[config.mk]
export PLATFORM = sky130hd
export DESIGN_NAME = utf8_stream_decoder_validator
export DESIGN_NICKNAME = d
export VERILOG_FILES = /design/src/rtl/u8dv_pkg.sv /design/src/rtl/utf8_stream_decoder_validator.sv /design/src/rtl/u8dv_front.sv /design/src/rtl/u8dv_queue.sv /design/src/rtl/u8dv_back.sv
export SDC_FILE = /design/constraint.sdc
export NUM_CORES = 1
export LEC_CHECK = 0
export ABC_AREA = 1
export BUFFER_PORTS_ARGS = -buffer_cell sky130_fd_sc_hd__buf_2
export CORE_MARGIN = 5
export CORE_UTILIZATION = 45
export CTS_CLUSTER_DIAMETER = 40
export DETAILED_ROUTE_END_ITERATION = 10
export PLACE_DENSITY = 0.64
export SLEW_MARGIN = 20
export SYNTH_ARGS = -nofsm -noshare
export SYNTH_HDL_FRONTEND = slang
export SYNTH_SLANG_ARGS = --single-unit
[constraint.sdc]
create_clock -name aclk -period 3.35 [get_ports aclk]
set_input_delay 0.1675 -clock aclk [delete_from_list [all_inputs] [get_ports aclk]]
set_output_delay 0.1675 -clock aclk [all_outputs]
set_load 0.03 [all_outputs]
[src/rtl/u8dv_pkg.sv]
// Package for the UTF-8 stream decoder/validator.
// Holds beat types, status codes, the byte classification record and lookup functions.
// No dependencies.
package u8dv_pkg;

    localparam int COUNT_BITS  = 16;
    localparam int QUEUE_DEPTH = 2;
    localparam int QPTR_BITS   = (QUEUE_DEPTH > 1) ? $clog2(QUEUE_DEPTH) : 1;
    localparam int QCNT_BITS   = $clog2(QUEUE_DEPTH + 1);

    localparam logic [COUNT_BITS-1:0] COUNT_MAX = '1;
    localparam logic [COUNT_BITS-1:0] SHOW_MAX  = COUNT_BITS'(32'h0000ffff);

    localparam int PADDR_BITS = 3;
    localparam logic REG_SCALAR_CHECK = 1'b0;

    typedef enum logic [3:0] {
        ST_OK         = 4'd0,
        ST_BAD_START  = 4'd1,
        ST_BAD_CONT   = 4'd2,
        ST_INCOMPLETE = 4'd3,
        ST_OVERLONG   = 4'd4,
        ST_SURROGATE  = 4'd5,
        ST_FFFE       = 4'd6,
        ST_FFFF       = 4'd7,
        ST_HIGH       = 4'd8
    } status_t;

    typedef enum logic [1:0] {
        K_ASCII   = 2'd0,
        K_CONT    = 2'd1,
        K_LEAD    = 2'd2,
        K_INVALID = 2'd3
    } byte_kind_t;

    typedef struct packed {
        logic [7:0]  data_byte;
        logic [15:0] remaining_bytes;
    } in_beat_t;

    typedef struct packed {
        logic [30:0] code_point;
        logic [3:0]  status;
        logic [15:0] char_count;
        logic        string_end;
    } out_beat_t;

    typedef struct packed {
        byte_kind_t  kind;
        logic [2:0]  seq_len;
        logic        too_short;
        logic        last;
        logic [7:0]  data_byte;
        logic [4:0]  lead_bits;
    } cls_t;

    function automatic logic [30:0] min_for_len(input logic [2:0] len);
        logic [30:0] m;
        case (len)
            3'd2:    m = 31'h80;
            3'd3:    m = 31'h800;
            3'd4:    m = 31'h10000;
            3'd5:    m = 31'h200000;
            3'd6:    m = 31'h4000000;
            default: m = 31'h0;
        endcase
        return m;
    endfunction

    function automatic status_t scalar_status(input logic [30:0] v);
        status_t s;
        if (v >= 31'hd800 && v <= 31'hdfff) s = ST_SURROGATE;
        else if (v == 31'hfffe)             s = ST_FFFE;
        else if (v == 31'hffff)             s = ST_FFFF;
        else if (v >= 31'h110000)           s = ST_HIGH;
        else                                s = ST_OK;
        return s;
    endfunction

endpackage

[src/rtl/utf8_stream_decoder_validator.sv]
// UTF-8 stream decoder/validator, top level. A result beat is registered in the back end's
// output register when its final byte leaves the queue; bytes without a result give no beat.
// Throughput: one byte per cycle, through the decode step in the back end
// behind a two-entry classified-byte queue; m_ready low stalls through the queue.
// Reset (aresetn low, synchronous): decoder state and counts cleared, queue and output
// emptied, scalar_check_enable set to 1. No clearing pass.
module utf8_stream_decoder_validator (
    input  logic                             aclk,
    input  logic                             aresetn,
    input  logic                             s_valid,
    output logic                             s_ready,
    input  u8dv_pkg::in_beat_t               s_data,
    output logic                             m_valid,
    input  logic                             m_ready,
    output u8dv_pkg::out_beat_t              m_data,
    input  logic                             psel,
    input  logic                             penable,
    input  logic                             pwrite,
    input  logic [u8dv_pkg::PADDR_BITS-1:0]  paddr,
    input  logic [31:0]                      pwdata,
    output logic [31:0]                      prdata,
    output logic                             pready
);
    import u8dv_pkg::*;

    logic scalar_check_enable_reg, scalar_check_enable_next;
    logic q_full, q_push, q_pop, q_valid;
    cls_t q_in, q_out;

    assign pready = 1'b1;
    assign prdata = (paddr[2] == REG_SCALAR_CHECK) ? {31'b0, scalar_check_enable_reg} : '0;

    always_comb begin
        scalar_check_enable_next = scalar_check_enable_reg;
        if (psel && penable && pwrite && paddr[2] == REG_SCALAR_CHECK) begin
            scalar_check_enable_next = pwdata[0];
        end
    end

    always_ff @(posedge aclk) begin
        if (!aresetn) scalar_check_enable_reg <= 1'b1;
        else          scalar_check_enable_reg <= scalar_check_enable_next;
    end

    u8dv_front u_front (
        .s_valid (s_valid),
        .s_ready (s_ready),
        .s_data  (s_data),
        .q_full  (q_full),
        .q_push  (q_push),
        .q_data  (q_in)
    );

    u8dv_queue u_queue (
        .aclk      (aclk),
        .aresetn   (aresetn),
        .push      (q_push),
        .push_data (q_in),
        .full      (q_full),
        .pop       (q_pop),
        .pop_valid (q_valid),
        .pop_data  (q_out)
    );

    u8dv_back u_back (
        .aclk                (aclk),
        .aresetn             (aresetn),
        .scalar_check_enable (scalar_check_enable_reg),
        .q_valid             (q_valid),
        .q_data              (q_out),
        .q_pop               (q_pop),
        .m_valid             (m_valid),
        .m_ready             (m_ready),
        .m_data              (m_data)
    );

endmodule

[src/rtl/u8dv_front.sv]
// Front end: accepts input beats and classifies each byte for the back end.
// Depends on u8dv_pkg.
module u8dv_front (
    input  logic              s_valid,
    output logic              s_ready,
    input  u8dv_pkg::in_beat_t s_data,
    input  logic              q_full,
    output logic              q_push,
    output u8dv_pkg::cls_t    q_data
);
    import u8dv_pkg::*;

    logic [7:0] b;

    assign b       = s_data.data_byte;
    assign s_ready = !q_full;
    assign q_push  = s_valid && !q_full;

    always_comb begin
        q_data           = '0;
        q_data.data_byte = b;
        q_data.last      = (s_data.remaining_bytes <= 16'd1);
        case (b) inside
            [8'h00:8'h7f]: q_data.kind = K_ASCII;
            [8'h80:8'hbf]: q_data.kind = K_CONT;
            [8'hc0:8'hdf]: begin
                q_data.kind      = K_LEAD;
                q_data.seq_len   = 3'd2;
                q_data.lead_bits = b[4:0];
            end
            [8'he0:8'hef]: begin
                q_data.kind      = K_LEAD;
                q_data.seq_len   = 3'd3;
                q_data.lead_bits = {1'b0, b[3:0]};
            end
            [8'hf0:8'hf7]: begin
                q_data.kind      = K_LEAD;
                q_data.seq_len   = 3'd4;
                q_data.lead_bits = {2'b0, b[2:0]};
            end
            [8'hf8:8'hfb]: begin
                q_data.kind      = K_LEAD;
                q_data.seq_len   = 3'd5;
                q_data.lead_bits = {3'b0, b[1:0]};
            end
            [8'hfc:8'hfd]: begin
                q_data.kind      = K_LEAD;
                q_data.seq_len   = 3'd6;
                q_data.lead_bits = {4'b0, b[0]};
            end
            default: q_data.kind = K_INVALID;
        endcase
        q_data.too_short = (s_data.remaining_bytes < 16'(q_data.seq_len));
    end

endmodule

[src/rtl/u8dv_queue.sv]
// Short flop-based queue of classified bytes between front and back end.
// Depends on u8dv_pkg.
module u8dv_queue (
    input  logic           aclk,
    input  logic           aresetn,
    input  logic           push,
    input  u8dv_pkg::cls_t push_data,
    output logic           full,
    input  logic           pop,
    output logic           pop_valid,
    output u8dv_pkg::cls_t pop_data
);
    import u8dv_pkg::*;

    cls_t                 mem_reg [QUEUE_DEPTH];
    logic [QPTR_BITS-1:0] wr_ptr_reg, wr_ptr_next;
    logic [QPTR_BITS-1:0] rd_ptr_reg, rd_ptr_next;
    logic [QCNT_BITS-1:0] cnt_reg, cnt_next;

    assign full      = (cnt_reg == QCNT_BITS'(QUEUE_DEPTH));
    assign pop_valid = (cnt_reg != '0);
    assign pop_data  = mem_reg[rd_ptr_reg];

    always_comb begin
        wr_ptr_next = wr_ptr_reg;
        rd_ptr_next = rd_ptr_reg;
        cnt_next    = cnt_reg;
        if (push) begin
            wr_ptr_next = (wr_ptr_reg == QPTR_BITS'(QUEUE_DEPTH - 1)) ? '0 : wr_ptr_reg + 1'b1;
        end
        if (pop) begin
            rd_ptr_next = (rd_ptr_reg == QPTR_BITS'(QUEUE_DEPTH - 1)) ? '0 : rd_ptr_reg + 1'b1;
        end
        if (push && !pop) cnt_next = cnt_reg + 1'b1;
        else if (pop && !push) cnt_next = cnt_reg - 1'b1;
    end

    always_ff @(posedge aclk) begin
        if (!aresetn) begin
            wr_ptr_reg <= '0;
            rd_ptr_reg <= '0;
            cnt_reg    <= '0;
        end else begin
            wr_ptr_reg <= wr_ptr_next;
            rd_ptr_reg <= rd_ptr_next;
            cnt_reg    <= cnt_next;
        end
    end

    always_ff @(posedge aclk) begin
        if (push) mem_reg[wr_ptr_reg] <= push_data;
    end

endmodule

[src/rtl/u8dv_back.sv]
// Back end: sequence decoder state, validation and the output register.
// Depends on u8dv_pkg.
module u8dv_back (
    input  logic                aclk,
    input  logic                aresetn,
    input  logic                scalar_check_enable,
    input  logic                q_valid,
    input  u8dv_pkg::cls_t      q_data,
    output logic                q_pop,
    output logic                m_valid,
    input  logic                m_ready,
    output u8dv_pkg::out_beat_t m_data
);
    import u8dv_pkg::*;

    logic [30:0]           acc_reg, acc_next;
    logic [2:0]            pend_reg, pend_next;
    logic [2:0]            slen_reg, slen_next;
    logic                  err_reg, err_next;
    logic [COUNT_BITS-1:0] cnt_reg, cnt_next;
    logic                  m_valid_reg, m_valid_next;
    out_beat_t             m_data_reg, m_data_next;

    assign m_valid = m_valid_reg;
    assign m_data  = m_data_reg;
    assign q_pop   = q_valid && (!m_valid_reg || m_ready);

    always_comb begin
        logic                  emit;
        status_t               st;
        logic [30:0]           cp;
        logic [30:0]           acc_sh;
        logic [2:0]            pend_dec;
        logic [COUNT_BITS-1:0] cnt_inc;

        acc_next  = acc_reg;
        pend_next = pend_reg;
        slen_next = slen_reg;
        err_next  = err_reg;
        cnt_next  = cnt_reg;
        emit      = 1'b0;
        st        = ST_OK;
        cp        = '0;
        acc_sh    = {acc_reg[24:0], q_data.data_byte[5:0]};
        pend_dec  = pend_reg - 3'd1;
        cnt_inc   = cnt_reg;

        if (q_pop) begin
            if (err_reg) begin
                if (q_data.last) begin
                    acc_next  = '0;
                    pend_next = '0;
                    slen_next = '0;
                    err_next  = 1'b0;
                    cnt_next  = '0;
                end
            end else if (pend_reg == 3'd0) begin
                case (q_data.kind)
                    K_ASCII: begin
                        emit = 1'b1;
                        cp   = 31'(q_data.data_byte);
                    end
                    K_LEAD: begin
                        if (q_data.too_short) begin
                            emit = 1'b1;
                            st   = ST_INCOMPLETE;
                        end else begin
                            acc_next  = 31'(q_data.lead_bits);
                            slen_next = q_data.seq_len;
                            pend_next = q_data.seq_len - 3'd1;
                        end
                    end
                    default: begin
                        emit = 1'b1;
                        st   = ST_BAD_START;
                    end
                endcase
            end else if (q_data.kind != K_CONT) begin
                emit = 1'b1;
                st   = ST_BAD_CONT;
            end else if (pend_dec != 3'd0) begin
                if (q_data.last) begin
                    emit = 1'b1;
                    st   = ST_INCOMPLETE;
                end else begin
                    acc_next  = acc_sh;
                    pend_next = pend_dec;
                end
            end else begin
                emit = 1'b1;
                cp   = acc_sh;
                if (acc_sh < min_for_len(slen_reg)) st = ST_OVERLONG;
                else if (scalar_check_enable)       st = scalar_status(acc_sh);
                acc_next  = '0;
                pend_next = '0;
                slen_next = '0;
            end

            if (emit) begin
                if (st == ST_OK && cnt_reg != COUNT_MAX) cnt_inc = cnt_reg + 1'b1;
                cnt_next = cnt_inc;
                if (q_data.last) begin
                    acc_next  = '0;
                    pend_next = '0;
                    slen_next = '0;
                    err_next  = 1'b0;
                    cnt_next  = '0;
                end else if (st != ST_OK) begin
                    acc_next  = '0;
                    pend_next = '0;
                    slen_next = '0;
                    err_next  = 1'b1;
                end
            end
        end

        m_data_next.code_point = (st == ST_OK) ? cp : '0;
        m_data_next.status     = st;
        m_data_next.char_count = (cnt_inc > SHOW_MAX) ? 16'hffff : 16'(cnt_inc);
        m_data_next.string_end = q_data.last;

        if (q_pop && emit) m_valid_next = 1'b1;
        else if (m_ready)  m_valid_next = 1'b0;
        else               m_valid_next = m_valid_reg;
    end

    always_ff @(posedge aclk) begin
        if (!aresetn) begin
            acc_reg     <= '0;
            pend_reg    <= '0;
            slen_reg    <= '0;
            err_reg     <= 1'b0;
            cnt_reg     <= '0;
            m_valid_reg <= 1'b0;
        end else begin
            acc_reg     <= acc_next;
            pend_reg    <= pend_next;
            slen_reg    <= slen_next;
            err_reg     <= err_next;
            cnt_reg     <= cnt_next;
            m_valid_reg <= m_valid_next;
        end
    end

    always_ff @(posedge aclk) begin
        if (q_pop && m_valid_next) m_data_reg <= m_data_next;
    end

    a_err_idle: assert property (@(posedge aclk) disable iff (!aresetn)
        err_reg |-> (pend_reg == 3'd0 && slen_reg == 3'd0))
        else $error("error hold with a sequence in flight");

    a_pend_len: assert property (@(posedge aclk) disable iff (!aresetn)
        (pend_reg != 3'd0) |-> (slen_reg > pend_reg && slen_reg >= 3'd2))
        else $error("pending count exceeds sequence length");

    a_last_clears: assert property (@(posedge aclk) disable iff (!aresetn)
        (q_pop && q_data.last) |=> (cnt_reg == '0 && !err_reg && pend_reg == 3'd0))
        else $error("string end did not clear decoder");

    a_err_zero_cp: assert property (@(posedge aclk) disable iff (!aresetn)
        (m_valid_reg && m_data_reg.status != ST_OK) |-> (m_data_reg.code_point == '0))
        else $error("error beat carries a code point");

endmodule
==> qor.txt <==
status - complete, no violations
Synth Instances - 988
sequential area share after synthesis - 0.476
top cell type by total area after synthesis - edfxtp_1
DR WL/cell - 15.2 um
setup ws final - 297 ps
syn_area_per_cell - 8.21 sq um
Yosys reg bits - 147
CTS root buf - clkbuf_16
CTS tree - built
initial antenna violation count - 0
Synth Cell Area - 8120 sq um
Max Transition Viols Final - 0
clk_lat worst skew - 430 ps
ranking of synthesized cells by area - edfxtp_1, dfxtp_1, nand2_1
Synth async-reset ratio - 0
Final period util - 0.911
Total Routing Usage GR - 0.200
die area - 20800 sq um
RSZ-0062 raised after global routing - true
die width - 144 um
Die Span Y - 144 um
CP Class - reg -> reg
Power Dens Cells - 1020 nW/um^2
CP Data Arrival Time - 3230 ps
Synth top area share - 0.340
min Tclk post-route - 3050 ps
main flop type after synthesis - edfxtp_1
Overall Power - 9.70 mW
via count - 6948
final WL - 20400 um
Crit Path Max Fanout - 14
starting density of the core - 0.455
Area growth syn-to-layout - 17.0%
Row Count - 49
largest net degree at the start of global routing - 46
share of cells above drive strength 1 - 0.162
final setup vio count - 0
I/O pin count - 153
clk sinks - 147
Max Cap Violations - 0
H-tree depth - 4
final worst clock skew - 6.85 ps
Final nets - 1175
CP Capture Type - flip-flop
starting DRC count in detailed routing - 641
Core Area - 17800 sq um
clock buffer depth - 2
Post-DRT Antenna Nets - 0
Leak - 3.89 nW
diode count - 0
# DRC - 0
Placer Congestion - 0.922
synth warn - 0
Worst Max-Slew Pin Slew - 673 ps
dpl ws - 229 ps
Worst setup SP type - flip-flop
synth unique cells - 53
flip-flop count of the largest register after layout - 52
first-pass GRT wire length - 33100 um
Clock Pin Slew Worst Setup and Hold Paths - 60 ps
Max-slew headroom - 0.550
CP required - 3530 ps
GRT Residual Overflow - 0
vias in the first global route - 6553
DRT Pass-1 Iters - 5
worst min path class - in -> reg
Num CTS Buffers - 17
IO Port Bufs - 87
Vias per Instance - 5.19
Worst VDD drop - 0.487 mV
EDFF count, synth - 92
final hold violation count - 0
fmax - 328 MHz
post-DP HPWL - 14300 um
logic make-up after synthesis:
logic type,after synthesis,share of synthesized area
buffers and inverters,189,0.110
muxes,8,0.00987
DFF,147,0.476
adders and majority gates,13,0.0200
and+or+nand+nor,436,0.235
xor gates and xnor gates,11,0.0119
other,2,0.000925
AOI/OAI and AO/OA,182,0.136
layout by cell type (no fill, tap or decap), types with 6 or more instances in the layout:
master,instances
nor3_1,13
nor2_4,7
dlygate4sd3_1,9
clkinv_1,7
xor2_1,10
ha_1,13
o21ai_0,45
o22ai_1,16
dfxtp_1,55
a32oi_1,11
nor4_1,13
o211ai_1,10
buf_2,87
edfxtp_1,92
nand4_1,17
a21oi_1,66
o21ai_1,10
mux2i_1,8
conb_1,32
buf_4,27
or2_2,6
nor2_1,89
nand3_1,47
clkbuf_16,17
nand2_1,228
inv_1,113
synthesized netlist by cell type, drive strengths merged, types with 2 or more instances:
cell	n
nand2	234
inv	117
nor2	98
edfxtp	92
a21oi	69
dfxtp	55
o21ai	55
nand3	49
buf	48
clkbuf	19
nand4	17
o22ai	16
ha	13
nor3	13
nor4	13
a32oi	11
o211ai	10
xor2	10
mux2i	8
or2	8
clkinv	5
o221ai	4
nand3b	3
a211oi	2
a22oi	2
a31oi	2
conb	2
o2111ai	2
o21bai	2
o32ai	2
metal layers:
metal  vias to the layer above  global-route usage  part of all wire
li1                       3504                   -                 -
met1                      3170               0.282              0.47
met2                       248               0.312              0.45
met3                        26              0.0334             0.064
met4                         0              0.0712             0.017
met5                         -                   0                 0
metrics by stage:
stage	cells	area [sq um]	util	TNS, ps	hold WS [ps]
6_report	1338	9490	0.532	0	63.3
5_1_grt	1338	9490	0.532	-45.7	71.8
4_1_cts	1335	9430	0.529	0	50.7
3_5_place_dp	1294	8740	0.490	0	379
3_3_place_gp	1294	8740	0.490	0	376
2_1_floorplan	1018	8230	-	0	266
final timing paths:
| check | cells after the start | startpoint | to | slack (ps) |
|---|---|---|---|---|
| setup / recovery | 18 | u_back.pend_reg[0]$_SDFFE_PN0P_ | u_back.m_data[27]$_SDFFCE_PP0P_ | 300 |
| hold / removal | 2 | s_data[3] | u_queue.mem_reg[1][13]$_DFFE_PP_ | 60 |
| setup reg to reg | 18 | u_back.pend_reg[0]$_SDFFE_PN0P_ | u_back.m_data[27]$_SDFFCE_PP0P_ | 300 |
| hold reg to reg | 1 | u_queue.rd_ptr_reg$_SDFFE_PN0P_ | u_queue.rd_ptr_reg$_SDFFE_PN0P_ | 460 |
layout make-up:
class	count	area, sq um
Sequential cell	147	3860
Clock inverter	15	180
Multi-Input combinational cell	683	3520
Fill cell	1664	8350
Tap cell	229	287
Inverter	122	458
Clock buffer	17	425
Timing Repair Buffer	125	759
critical path: stages (launching register included):
cell     delay [ps]
dfxtp_1         400
inv_1           110
ha_1            210
xnor2_1         180
nand2_1         190
nor2_4          200
nor2_4           60
nand2_4         120
inv_2            80
nor2_2          110
nand2_1          90
a21oi_2         210
inv_1           110
nand2_2         160
nor2_4           70
buf_4           160
nand3_2          80
buf_6           180
o22ai_1          80
where the power goes:
part           leakage (nW)  switching [mW]  internal (mW)
registers              1.34           0.290           2.65
logic                  2.27            3.45           1.34
clock network         0.282           0.796           1.18
total                  3.89            4.54           5.17
timing repair:
item | 4_1_cts | 5_1_grt
resized for setup | 0 | 8
setup endpoints to repair | 0 | 54
hold buffers | 9 | 0
hold endpoints to repair | 17 | 0
setup buffers | 0 | 2
(Power assumes the default switching activity.)
